--- src/rtl/evad_pkg.sv ---
// Package of the energy based voice activity detector: field widths,
// register indexes, reset values and event codes. No dependencies.
package evad_pkg;

  localparam int SAMPLE_W  = 16;
  localparam int ENERGY_W  = 31;
  localparam int EVENT_W   = 2;
  localparam int CFG_IDX_W = 3;
  localparam int CFG_DAT_W = 32;

  localparam int THR_W     = 32;
  localparam int FRAME_W   = 10;
  localparam int MS_W      = 16;
  localparam int RUN_W     = 16;

  localparam int MAX_FRAME_SAMPLES_DEF = 1024;

  localparam logic [RUN_W-1:0] RUN_MAX = '1;

  // Configuration register indexes.
  localparam logic [CFG_IDX_W-1:0] REG_VAD_ENABLE      = 3'd0;
  localparam logic [CFG_IDX_W-1:0] REG_ENERGY_THRESH   = 3'd1;
  localparam logic [CFG_IDX_W-1:0] REG_FRAME_MS        = 3'd2;
  localparam logic [CFG_IDX_W-1:0] REG_MIN_SPEECH_MS   = 3'd3;
  localparam logic [CFG_IDX_W-1:0] REG_SILENCE_TMO_MS  = 3'd4;

  // Reset values of the registers.
  localparam logic [THR_W-1:0]   THRESH_RST      = 32'd1000000;
  localparam logic [FRAME_W-1:0] FRAME_MS_RST    = 10'd20;
  localparam logic [MS_W-1:0]    MIN_SPEECH_RST  = 16'd200;
  localparam logic [MS_W-1:0]    SILENCE_TMO_RST = 16'd1000;

  // Event codes of a frame result.
  localparam logic [EVENT_W-1:0] EV_NONE  = 2'd0;
  localparam logic [EVENT_W-1:0] EV_START = 2'd1;
  localparam logic [EVENT_W-1:0] EV_END   = 2'd2;

  // Largest mean energy of a frame: the square of the most negative sample.
  localparam logic [ENERGY_W-1:0] ENERGY_MAX = 31'h4000_0000;

endpackage

--- src/rtl/evad_if.sv ---
// Handshake channels of the voice activity detector: sample input, frame
// result output and register write port. Depends on evad_pkg.
interface evad_in_if;
  logic                               valid;
  logic                               ready;
  logic                               func;
  logic signed [evad_pkg::SAMPLE_W-1:0] sample;
  logic                               last_of_frame;

  modport source (output valid, func, sample, last_of_frame, input ready);
  modport sink   (input valid, func, sample, last_of_frame, output ready);
endinterface

interface evad_out_if;
  logic                          valid;
  logic                          ready;
  logic [evad_pkg::ENERGY_W-1:0] energy;
  logic                          is_speech_frame;
  logic                          speech_active;
  logic [evad_pkg::EVENT_W-1:0]  event_res;

  modport source (output valid, energy, is_speech_frame, speech_active, event_res,
                  input ready);
  modport sink   (input valid, energy, is_speech_frame, speech_active, event_res,
                  output ready);
endinterface

interface evad_cfg_if;
  logic                           valid;
  logic                           ready;
  logic [evad_pkg::CFG_IDX_W-1:0] index;
  logic [evad_pkg::CFG_DAT_W-1:0] data;

  modport source (output valid, index, data, input ready);
  modport sink   (input valid, index, data, output ready);
endinterface

--- src/rtl/energy_voice_activity_detector.sv ---
// Energy based voice activity detector, top level. Depends on evad_pkg and evad_if.
// A sample word that does not close a frame goes through latch, square and accumulate;
// restart and disabled words are handled in the idle state alone. A word that closes a
// frame then runs the shared one-bit-per-cycle divider twice (mean energy, frames needed)
// and waits for a free output register. New words are taken only while the block is idle.
// Reset: rst_ni is asynchronous; it restores the register reset values and clears all state.
module energy_voice_activity_detector #(
  parameter int MAX_FRAME_SAMPLES = evad_pkg::MAX_FRAME_SAMPLES_DEF
) (
  input  logic       clk_i,
  input  logic       rst_ni,
  evad_cfg_if.sink   cfg_i,
  evad_in_if.sink    in_i,
  evad_out_if.source out_o
);

  // Widths that follow from the longest frame. The sum of squares is at most
  // MAX_FRAME_SAMPLES * 2^30, so it fits CNT_W + 30 bits.
  localparam int CNT_W = $clog2(MAX_FRAME_SAMPLES + 1);
  localparam int MAG_W = evad_pkg::SAMPLE_W;
  localparam int SQ_W  = 2 * MAG_W - 1;
  localparam int SUM_W = CNT_W + SQ_W - 1;
  // The shared divider handles both the energy division (sum by sample count)
  // and the ceiling division of a duration by the frame length.
  localparam int CEIL_W = evad_pkg::MS_W + 1;
  localparam int DIV_W  = (SUM_W > CEIL_W) ? SUM_W : CEIL_W;
  localparam int DVS_W  = (CNT_W > evad_pkg::FRAME_W) ? CNT_W : evad_pkg::FRAME_W;
  localparam int IT_W   = $clog2(DIV_W + 1);
  localparam int RUN_W  = evad_pkg::RUN_W;

  localparam logic [CNT_W-1:0] CNT_LAST = CNT_W'(MAX_FRAME_SAMPLES);

  // Sequencer states.
  localparam logic [2:0] ST_IDLE = 3'd0;  // waiting for a word
  localparam logic [2:0] ST_MUL  = 3'd1;  // square the magnitude
  localparam logic [2:0] ST_ACC  = 3'd2;  // accumulate, detect frame end
  localparam logic [2:0] ST_DIVE = 3'd3;  // divider: mean energy
  localparam logic [2:0] ST_SPC  = 3'd4;  // classify frame, update runs
  localparam logic [2:0] ST_DIVT = 3'd5;  // divider: frames needed
  localparam logic [2:0] ST_FIN  = 3'd6;  // decide event, load output register

  logic [2:0] state_q;

  // Configuration registers.
  logic                            vad_enable_q;
  logic [evad_pkg::THR_W-1:0]      thresh_q;
  logic [evad_pkg::FRAME_W-1:0]    frame_ms_q;
  logic [evad_pkg::MS_W-1:0]       min_speech_q;
  logic [evad_pkg::MS_W-1:0]       silence_tmo_q;

  // Detector state.
  logic [SUM_W-1:0] sum_q;
  logic [CNT_W-1:0] cnt_q;
  logic [RUN_W-1:0] speech_run_q;
  logic [RUN_W-1:0] silence_run_q;
  logic             in_speech_q;

  // Per-word and per-frame working registers.
  logic [MAG_W-1:0]              mag_q;
  logic                          last_q;
  logic [SQ_W-1:0]               sq_q;
  logic [evad_pkg::ENERGY_W-1:0] frm_energy_q;
  logic                          frm_speech_q;

  // Shared restoring divider.
  logic [DIV_W-1:0] quot_q;
  logic [DVS_W-1:0] rem_q;
  logic [DVS_W-1:0] dvs_q;
  logic [IT_W-1:0]  iter_q;

  // Output register.
  logic                          out_valid_q;
  logic [evad_pkg::ENERGY_W-1:0] out_energy_q;
  logic                          out_speech_q;
  logic                          out_active_q;
  logic [evad_pkg::EVENT_W-1:0]  out_event_q;

  // Magnitude of the incoming sample; the most negative value maps to 0x8000.
  logic [MAG_W-1:0] in_mag;
  assign in_mag = in_i.sample[MAG_W-1] ? (~in_i.sample + 1'b1) : in_i.sample;

  // One multiplier, registered before the accumulator.
  logic [2*MAG_W-1:0] sq_full;
  assign sq_full = mag_q * mag_q;

  logic [SUM_W-1:0] sum_d;
  logic [CNT_W-1:0] cnt_d;
  logic             frame_end;
  assign sum_d     = sum_q + SUM_W'(sq_q);
  assign cnt_d     = cnt_q + 1'b1;
  assign frame_end = last_q || (cnt_d == CNT_LAST);

  // One divider step: shift in the next dividend bit, subtract when possible.
  logic [DVS_W:0]   rem_sh;
  logic [DVS_W:0]   rem_dif;
  logic             rem_ge;
  logic [DVS_W-1:0] rem_d;
  logic [DIV_W-1:0] quot_d;
  assign rem_sh  = {rem_q, quot_q[DIV_W-1]};
  assign rem_ge  = rem_sh >= {1'b0, dvs_q};
  assign rem_dif = rem_sh - {1'b0, dvs_q};
  assign rem_d   = rem_ge ? rem_dif[DVS_W-1:0] : rem_sh[DVS_W-1:0];
  assign quot_d  = {quot_q[DIV_W-2:0], rem_ge};

  // Frame classification from the finished energy quotient.
  logic is_speech;
  assign is_speech = {1'b0, quot_q[evad_pkg::ENERGY_W-1:0]} > thresh_q;

  // Ceiling division operand: duration plus frame length minus one, where a
  // frame length of zero counts as one.
  logic [evad_pkg::FRAME_W-1:0] frame_len;
  logic [evad_pkg::MS_W-1:0]    dur_ms;
  logic [CEIL_W-1:0]            ceil_dvd;
  assign frame_len = (frame_ms_q == '0) ? evad_pkg::FRAME_W'(1) : frame_ms_q;
  assign dur_ms    = is_speech ? min_speech_q : silence_tmo_q;
  assign ceil_dvd  = {1'b0, dur_ms} + CEIL_W'(frame_len) - CEIL_W'(1);

  // The required frame count is in the quotient once the second division ends.
  logic [RUN_W-1:0] run_now;
  logic             run_met;
  assign run_now = frm_speech_q ? speech_run_q : silence_run_q;
  assign run_met = DIV_W'(run_now) >= quot_q;

  // Speech starts on a long enough run of speech frames and ends on a long
  // enough run of silence frames.
  logic start_ev;
  logic end_ev;
  logic active_next;
  assign start_ev    = frm_speech_q && !in_speech_q && run_met;
  assign end_ev      = !frm_speech_q && in_speech_q && run_met;
  assign active_next = start_ev || (in_speech_q && !end_ev);

  logic out_free;
  assign out_free = !out_valid_q || out_o.ready;

  logic in_acc;
  logic cfg_acc;
  assign in_acc  = in_i.valid && in_i.ready;
  assign cfg_acc = cfg_i.valid && cfg_i.ready;

  assign in_i.ready  = (state_q == ST_IDLE);
  assign cfg_i.ready = 1'b1;

  assign out_o.valid           = out_valid_q;
  assign out_o.energy          = out_energy_q;
  assign out_o.is_speech_frame = out_speech_q;
  assign out_o.speech_active   = out_active_q;
  assign out_o.event_res       = out_event_q;

  always_ff @(posedge clk_i or negedge rst_ni) begin
    if (!rst_ni) begin
      state_q       <= ST_IDLE;
      vad_enable_q  <= 1'b0;
      thresh_q      <= evad_pkg::THRESH_RST;
      frame_ms_q    <= evad_pkg::FRAME_MS_RST;
      min_speech_q  <= evad_pkg::MIN_SPEECH_RST;
      silence_tmo_q <= evad_pkg::SILENCE_TMO_RST;
      sum_q         <= '0;
      cnt_q         <= '0;
      speech_run_q  <= '0;
      silence_run_q <= '0;
      in_speech_q   <= 1'b0;
      mag_q         <= '0;
      last_q        <= 1'b0;
      sq_q          <= '0;
      frm_energy_q  <= '0;
      frm_speech_q  <= 1'b0;
      quot_q        <= '0;
      rem_q         <= '0;
      dvs_q         <= '0;
      iter_q        <= '0;
      out_valid_q   <= 1'b0;
      out_energy_q  <= '0;
      out_speech_q  <= 1'b0;
      out_active_q  <= 1'b0;
      out_event_q   <= evad_pkg::EV_NONE;
    end else begin
      // A result word that leaves while the next one is loaded is replaced below.
      if (out_valid_q && out_o.ready && (state_q != ST_FIN)) begin
        out_valid_q <= 1'b0;
      end

      case (state_q)
        ST_IDLE: begin
          if (in_acc) begin
            if (in_i.func) begin
              // Restart clears the detector whatever the enable holds.
              sum_q         <= '0;
              cnt_q         <= '0;
              speech_run_q  <= '0;
              silence_run_q <= '0;
              in_speech_q   <= 1'b0;
            end else if (vad_enable_q) begin
              mag_q   <= in_mag;
              last_q  <= in_i.last_of_frame;
              state_q <= ST_MUL;
            end
          end
        end
        ST_MUL: begin
          sq_q    <= sq_full[SQ_W-1:0];
          state_q <= ST_ACC;
        end
        ST_ACC: begin
          if (frame_end) begin
            sum_q   <= '0;
            cnt_q   <= '0;
            quot_q  <= sum_d;
            rem_q   <= '0;
            dvs_q   <= DVS_W'(cnt_d);
            iter_q  <= IT_W'(DIV_W);
            state_q <= ST_DIVE;
          end else begin
            sum_q   <= sum_d;
            cnt_q   <= cnt_d;
            state_q <= ST_IDLE;
          end
        end
        ST_DIVE, ST_DIVT: begin
          quot_q <= quot_d;
          rem_q  <= rem_d;
          iter_q <= iter_q - 1'b1;
          if (iter_q == IT_W'(1)) begin
            state_q <= (state_q == ST_DIVE) ? ST_SPC : ST_FIN;
          end
        end
        ST_SPC: begin
          frm_energy_q <= quot_q[evad_pkg::ENERGY_W-1:0];
          frm_speech_q <= is_speech;
          // Consecutive frame counters saturate at their maximum.
          if (is_speech) begin
            silence_run_q <= '0;
            if (speech_run_q != evad_pkg::RUN_MAX) begin
              speech_run_q <= speech_run_q + 1'b1;
            end
          end else begin
            speech_run_q <= '0;
            if (silence_run_q != evad_pkg::RUN_MAX) begin
              silence_run_q <= silence_run_q + 1'b1;
            end
          end
          quot_q  <= DIV_W'(ceil_dvd);
          rem_q   <= '0;
          dvs_q   <= DVS_W'(frame_len);
          iter_q  <= IT_W'(DIV_W);
          state_q <= ST_DIVT;
        end
        ST_FIN: begin
          // Hold here until the previous result word has left.
          if (out_free) begin
            out_valid_q  <= 1'b1;
            out_energy_q <= frm_energy_q;
            out_speech_q <= frm_speech_q;
            out_active_q <= active_next;
            in_speech_q  <= active_next;
            if (start_ev) begin
              out_event_q <= evad_pkg::EV_START;
            end else if (end_ev) begin
              out_event_q <= evad_pkg::EV_END;
            end else begin
              out_event_q <= evad_pkg::EV_NONE;
            end
            state_q <= ST_IDLE;
          end
        end
        default: begin
          state_q <= ST_IDLE;
        end
      endcase

      // The user must write registers only while the block is idle; the block does not enforce
      // it. Turning detection on clears the accumulator, both runs and the speech state.
      if (cfg_acc) begin
        case (cfg_i.index)
          evad_pkg::REG_VAD_ENABLE: begin
            if (cfg_i.data[0] && !vad_enable_q) begin
              sum_q         <= '0;
              cnt_q         <= '0;
              speech_run_q  <= '0;
              silence_run_q <= '0;
              in_speech_q   <= 1'b0;
            end
            vad_enable_q <= cfg_i.data[0];
          end
          evad_pkg::REG_ENERGY_THRESH:  thresh_q      <= cfg_i.data;
          evad_pkg::REG_FRAME_MS:       frame_ms_q    <= cfg_i.data[evad_pkg::FRAME_W-1:0];
          evad_pkg::REG_MIN_SPEECH_MS:  min_speech_q  <= cfg_i.data[evad_pkg::MS_W-1:0];
          evad_pkg::REG_SILENCE_TMO_MS: silence_tmo_q <= cfg_i.data[evad_pkg::MS_W-1:0];
          default: begin
          end
        endcase
      end
    end
  end

endmodule

--- src/flat_wrapper.sv ---
// flat-port wrapper written by rule: the top's interface ports become plain ports
module energy_voice_activity_detector_flat 
#(
  parameter int MAX_FRAME_SAMPLES = evad_pkg::MAX_FRAME_SAMPLES_DEF
)
  (clk_i, rst_ni, cfg_i_valid, cfg_i_index, cfg_i_data, cfg_i_ready, in_i_valid, in_i_func, in_i_sample, in_i_last_of_frame, in_i_ready, out_o_valid, out_o_energy, out_o_is_speech_frame, out_o_speech_active, out_o_event_res, out_o_ready);
  evad_cfg_if cfg_i_i ();
  evad_in_if in_i_i ();
  evad_out_if out_o_i ();
  input  logic clk_i;
  input  logic rst_ni;
  input wire logic [$bits(cfg_i_i.valid)-1:0] cfg_i_valid;
  input wire logic [$bits(cfg_i_i.index)-1:0] cfg_i_index;
  input wire logic [$bits(cfg_i_i.data)-1:0] cfg_i_data;
  output wire logic [$bits(cfg_i_i.ready)-1:0] cfg_i_ready;
  input wire logic [$bits(in_i_i.valid)-1:0] in_i_valid;
  input wire logic [$bits(in_i_i.func)-1:0] in_i_func;
  input wire logic [$bits(in_i_i.sample)-1:0] in_i_sample;
  input wire logic [$bits(in_i_i.last_of_frame)-1:0] in_i_last_of_frame;
  output wire logic [$bits(in_i_i.ready)-1:0] in_i_ready;
  output wire logic [$bits(out_o_i.valid)-1:0] out_o_valid;
  output wire logic [$bits(out_o_i.energy)-1:0] out_o_energy;
  output wire logic [$bits(out_o_i.is_speech_frame)-1:0] out_o_is_speech_frame;
  output wire logic [$bits(out_o_i.speech_active)-1:0] out_o_speech_active;
  output wire logic [$bits(out_o_i.event_res)-1:0] out_o_event_res;
  input wire logic [$bits(out_o_i.ready)-1:0] out_o_ready;
  assign cfg_i_i.valid = cfg_i_valid;
  assign cfg_i_i.index = cfg_i_index;
  assign cfg_i_i.data = cfg_i_data;
  assign cfg_i_ready = cfg_i_i.ready;
  assign in_i_i.valid = in_i_valid;
  assign in_i_i.func = in_i_func;
  assign in_i_i.sample = in_i_sample;
  assign in_i_i.last_of_frame = in_i_last_of_frame;
  assign in_i_ready = in_i_i.ready;
  assign out_o_valid = out_o_i.valid;
  assign out_o_energy = out_o_i.energy;
  assign out_o_is_speech_frame = out_o_i.is_speech_frame;
  assign out_o_speech_active = out_o_i.speech_active;
  assign out_o_event_res = out_o_i.event_res;
  assign out_o_i.ready = out_o_ready;
  energy_voice_activity_detector #(.MAX_FRAME_SAMPLES(MAX_FRAME_SAMPLES)) u_core (.clk_i(clk_i), .rst_ni(rst_ni), .cfg_i(cfg_i_i), .in_i(in_i_i), .out_o(out_o_i));
endmodule
--- config.mk ---
export PLATFORM = sky130hd
export DESIGN_NAME = energy_voice_activity_detector_flat
export DESIGN_NICKNAME = d
export VERILOG_FILES = /design/src/rtl/evad_pkg.sv /design/src/rtl/evad_if.sv /design/src/rtl/energy_voice_activity_detector.sv /design/src/flat_wrapper.sv
export SDC_FILE = /design/constraint.sdc
export NUM_CORES = 1
export LEC_CHECK = 0
export BUFFER_PORTS_ARGS = -buffer_cell sky130_fd_sc_hd__buf_2
export CELL_PAD_IN_SITES_DETAIL_PLACEMENT = 1
export CELL_PAD_IN_SITES_GLOBAL_PLACEMENT = 2
export CORE_AREA = 2 2 259 261
export CTS_BUF_LIST = sky130_fd_sc_hd__clkbuf_4 sky130_fd_sc_hd__clkbuf_8
export DETAILED_ROUTE_END_ITERATION = 7
export DIE_AREA = 0 0 261 263
export GPL_TIMING_DRIVEN = 0
export PLACE_DENSITY_LB_ADDON = 0.1
export SLEW_MARGIN = 15
export SYNTH_ARGS = -nofsm -noshare
export SYNTH_HDL_FRONTEND = slang
export SYNTH_SLANG_ARGS = --single-unit
export TNS_END_PERCENT = 20
--- constraint.sdc ---
create_clock -name clk_i -period 8.8 [get_ports clk_i]
set_input_delay 2.2 -clock clk_i [delete_from_list [all_inputs] [get_ports clk_i]]
set_output_delay 2.2 -clock clk_i [all_outputs]
set_load 0.03 [all_outputs]
==> impl_results.md <==
* Fraction of registers with async set/reset at 1.00
* Initial Util at 0.407
* CTS resizes at 0
* Setup Buffers After CTS at 0
* Drt wl/cell at 21.3 microns
* Setup WS post-layout at 965 ps
* Total GRT Usage at 0.259
* Pin count of the biggest net entering global routing at 100
* # Max-Cap Violations at 0
* Post-placement cell area at 0.0284 sq mm
* Max stage delay cell, worst path: clkbuf_1
* Total CTS buffers at 70
* # IOs at 96
* Most frequent cells in the layout: nand2_1 (430), inv_1 (368), dfrtp_1 (329)
* Die area at 0.0686 sq mm
* Setup_tns at 0 ps
* Pre-CTS setup slack at 937 ps
* Post-Layout Cell Count at 4067
* CTS tree: yes
* Share of layout cells above drive strength 1 at 0.104
* 1st-pass router iterations at 5
* Kind of end point of the critical path: register
* Initial antenna violation count at 1
* CP delay by family, top: adder cells
* IO buf count at 94
* Synth Flop Type: dfrtp_1
* DRT iter0 DRCs at 1070
* Drt total wl at 86800 microns
* Yosys cell types at 80
* H-tree levels at 3
* Via count at 22210
* Final Hold Viols at 0
* First-pass GRT wire length at 139000 microns
* Crit start category: register
* Crit-path max cell delay at 630 ps
* Worst Skew at 41.6 ps
* Num rows at 94
* Multi-input gate area in the final layout at 0.0161 sq mm
* Critical Path AT at 8330 ps
* Fin crit period at 7840 ps
* CP dominant cell by count: fa_1
* CP required at 9300 ps
* Status: completed
* Crit-path max FO at 10
* Clock Tree Buf Depth at 3
* Placed cells at 3942
* Syn-to-layout area delta at 12.1%
* Register bit total from synthesis at 347
* Hold-fix buffers, CTS at 0
* Die height at 263 microns
* Vias in the first global route at 24541
* Max Freq at 0.128 GHz
* Clock sink count at 347
* Final RePlAce weighted congestion at 0.864
* Hpwl dp at 69300 microns
* Worst path cell trace: clkbuf_1 -> clkbuf_1 -> nand2_1 -> fa_1 -> fa_1 -> inv_1 -> fa_1 -> fa_1 -> fa_1 -> inv_1 -> fa_1 -> inv_1 -> ha_1 -> and3_1 -> a32oi_1 -> o21ai_0 -> a211oi_1 -> o21bai_1 -> a221oi_1 -> xor2_1 -> o21ai_0
* Number of fill cells at 7791
* Die Wd at 261 microns
* DRT antenna net count at 0
* Nets at 3590
* Buf/Inv on CP at 5
* Post-synthesis sequential area ratio at 0.326
* Syn. warnings at 0
* Period utilization at 0.890
* Final setup viols at 0
* Area of the mapped netlist at 0.0267 sq mm
* Average cell area after synthesis at 8.96 sq um
* Skew-Pair Late Insertion Delay at 670 ps
* RSZ-0062 raised after global routing: no
* Post-Syn Instances at 2979
* DRC at 0
* Commonest non-fill, non-tap cell in the layout: nand2_1
* Max-slew violation count at 0
* Grt ovf at 0
* Hold Crit Class: reg2reg
* Register Area at 0.00871 sq mm
* Number of flops mapped to enable cells by yosys at 0
* Cell area after layout at 0.0299 sq mm
* Reg clk slew, reported paths at 50 ps
* Worst Setup Path Type: reg2reg
* Vias/cell at 5.46
* Actual slew at the worst max-slew pin at 964 ps
* Max-slew headroom at 0.355
* Core ar. at 0.0656 sq mm
* CTS root buffer: clkbuf_8
* Mapped Nets at 3419
## layer usage
layer | part of all wire | wire [microns] | track usage | up-vias
li1 | - | - | - | 10424
met1 | 0.44 | 37900 | 0.324 | 11279
met3 | 0.031 | 2660 | 0.0320 | 142
met2 | 0.50 | 43200 | 0.457 | 365
met4 | 0.035 | 3060 | 0.0926 | 0
met5 | 0 | 0 | 0 | -
## tightest hold or removal path, stage by stage (launching register included)
cell and delay [ps]:
dfrtp_1 330, nand2_1 50, nand2_1 50
## through the flow
stage,utilization,hold WS [ps]
5_1_grt,0.456,487
3_3_place_gp,0.430,453
3_5_place_dp,0.432,459
4_1_cts,0.456,474
6_report,0.456,466
2_1_floorplan,-,439
## sequential cells by signal, summed over array words and instances, names as in the netlist, 30 cells and up
| name | count |
|---|---|
| u_core.frm_energy_q | 31 |
| u_core.quot_q | 41 |
| u_core.thresh_q | 32 |
| u_core.out_o.energy | 31 |
| u_core.sum_q | 41 |
| u_core.sq_q | 30 |
## Yosys cell counts (all sizes together), types with 53 or more instances
cell type | number | share of area
dfrtp | 329 | 0.31
inv | 368 | 0.052
ha | 217 | 0.10
nand2 | 430 | 0.060
nor2 | 192 | 0.027
and2 | 53 | 0.012
fa | 165 | 0.12
clkbuf | 110 | 0.015
xnor2 | 67 | 0.022
o21ai | 204 | 0.038
mux2 | 60 | 0.025
a21oi | 161 | 0.030
nand3 | 55 | 0.011
## area by class of cell
class,count,share of cell area
Buffer,128,0.0166
Multi-Input combinational cell,2135,0.538
Tap cell,864,0.0361
Clock buffer,113,0.0474
Clock inverter,10,0.00439
Timing Repair Buffer,99,0.0201
Inverter,369,0.0463
Sequential cell,347,0.291
Antenna cell,2,0.000167
## logic make-up after synthesis
logic type,share of synthesized area
DFF,0.326
xor gates and xnor gates,0.0377
buffers and inverters,0.0705
AOI/OAI and AO/OA,0.152
adders and majority gates,0.225
and+or+nand+nor,0.156
muxes,0.0321
other,0.000140
## final timing paths
check | startpoint | endpoint | slack [ps] | cells after the start
hold / removal | u_core.out_o.energy[6]$_DFFE_PN0P_ | u_core.out_o.energy[6]$_DFFE_PN0P_ | 470 | 2
hold reg to reg | u_core.out_o.energy[6]$_DFFE_PN0P_ | u_core.out_o.energy[6]$_DFFE_PN0P_ | 470 | 2
setup reg to reg | u_core.mag_q[4]$_DFFE_PN0P_ | u_core.sq_q[29]$_DFFE_PN0P_ | 960 | 21
setup / recovery | u_core.mag_q[4]$_DFFE_PN0P_ | u_core.sq_q[29]$_DFFE_PN0P_ | 960 | 21
min in group asynchronous | rst_ni | u_core.speech_run_q[11]$_DFF_PN0_ | 1360 | 1
max in group asynchronous | rst_ni | u_core.thresh_q[14]$_DFFE_PN1P_ | 6230 | 3
Power is not shown: default switching activity piles up to over one toggle a cycle in this logic, so the estimate is an artifact.
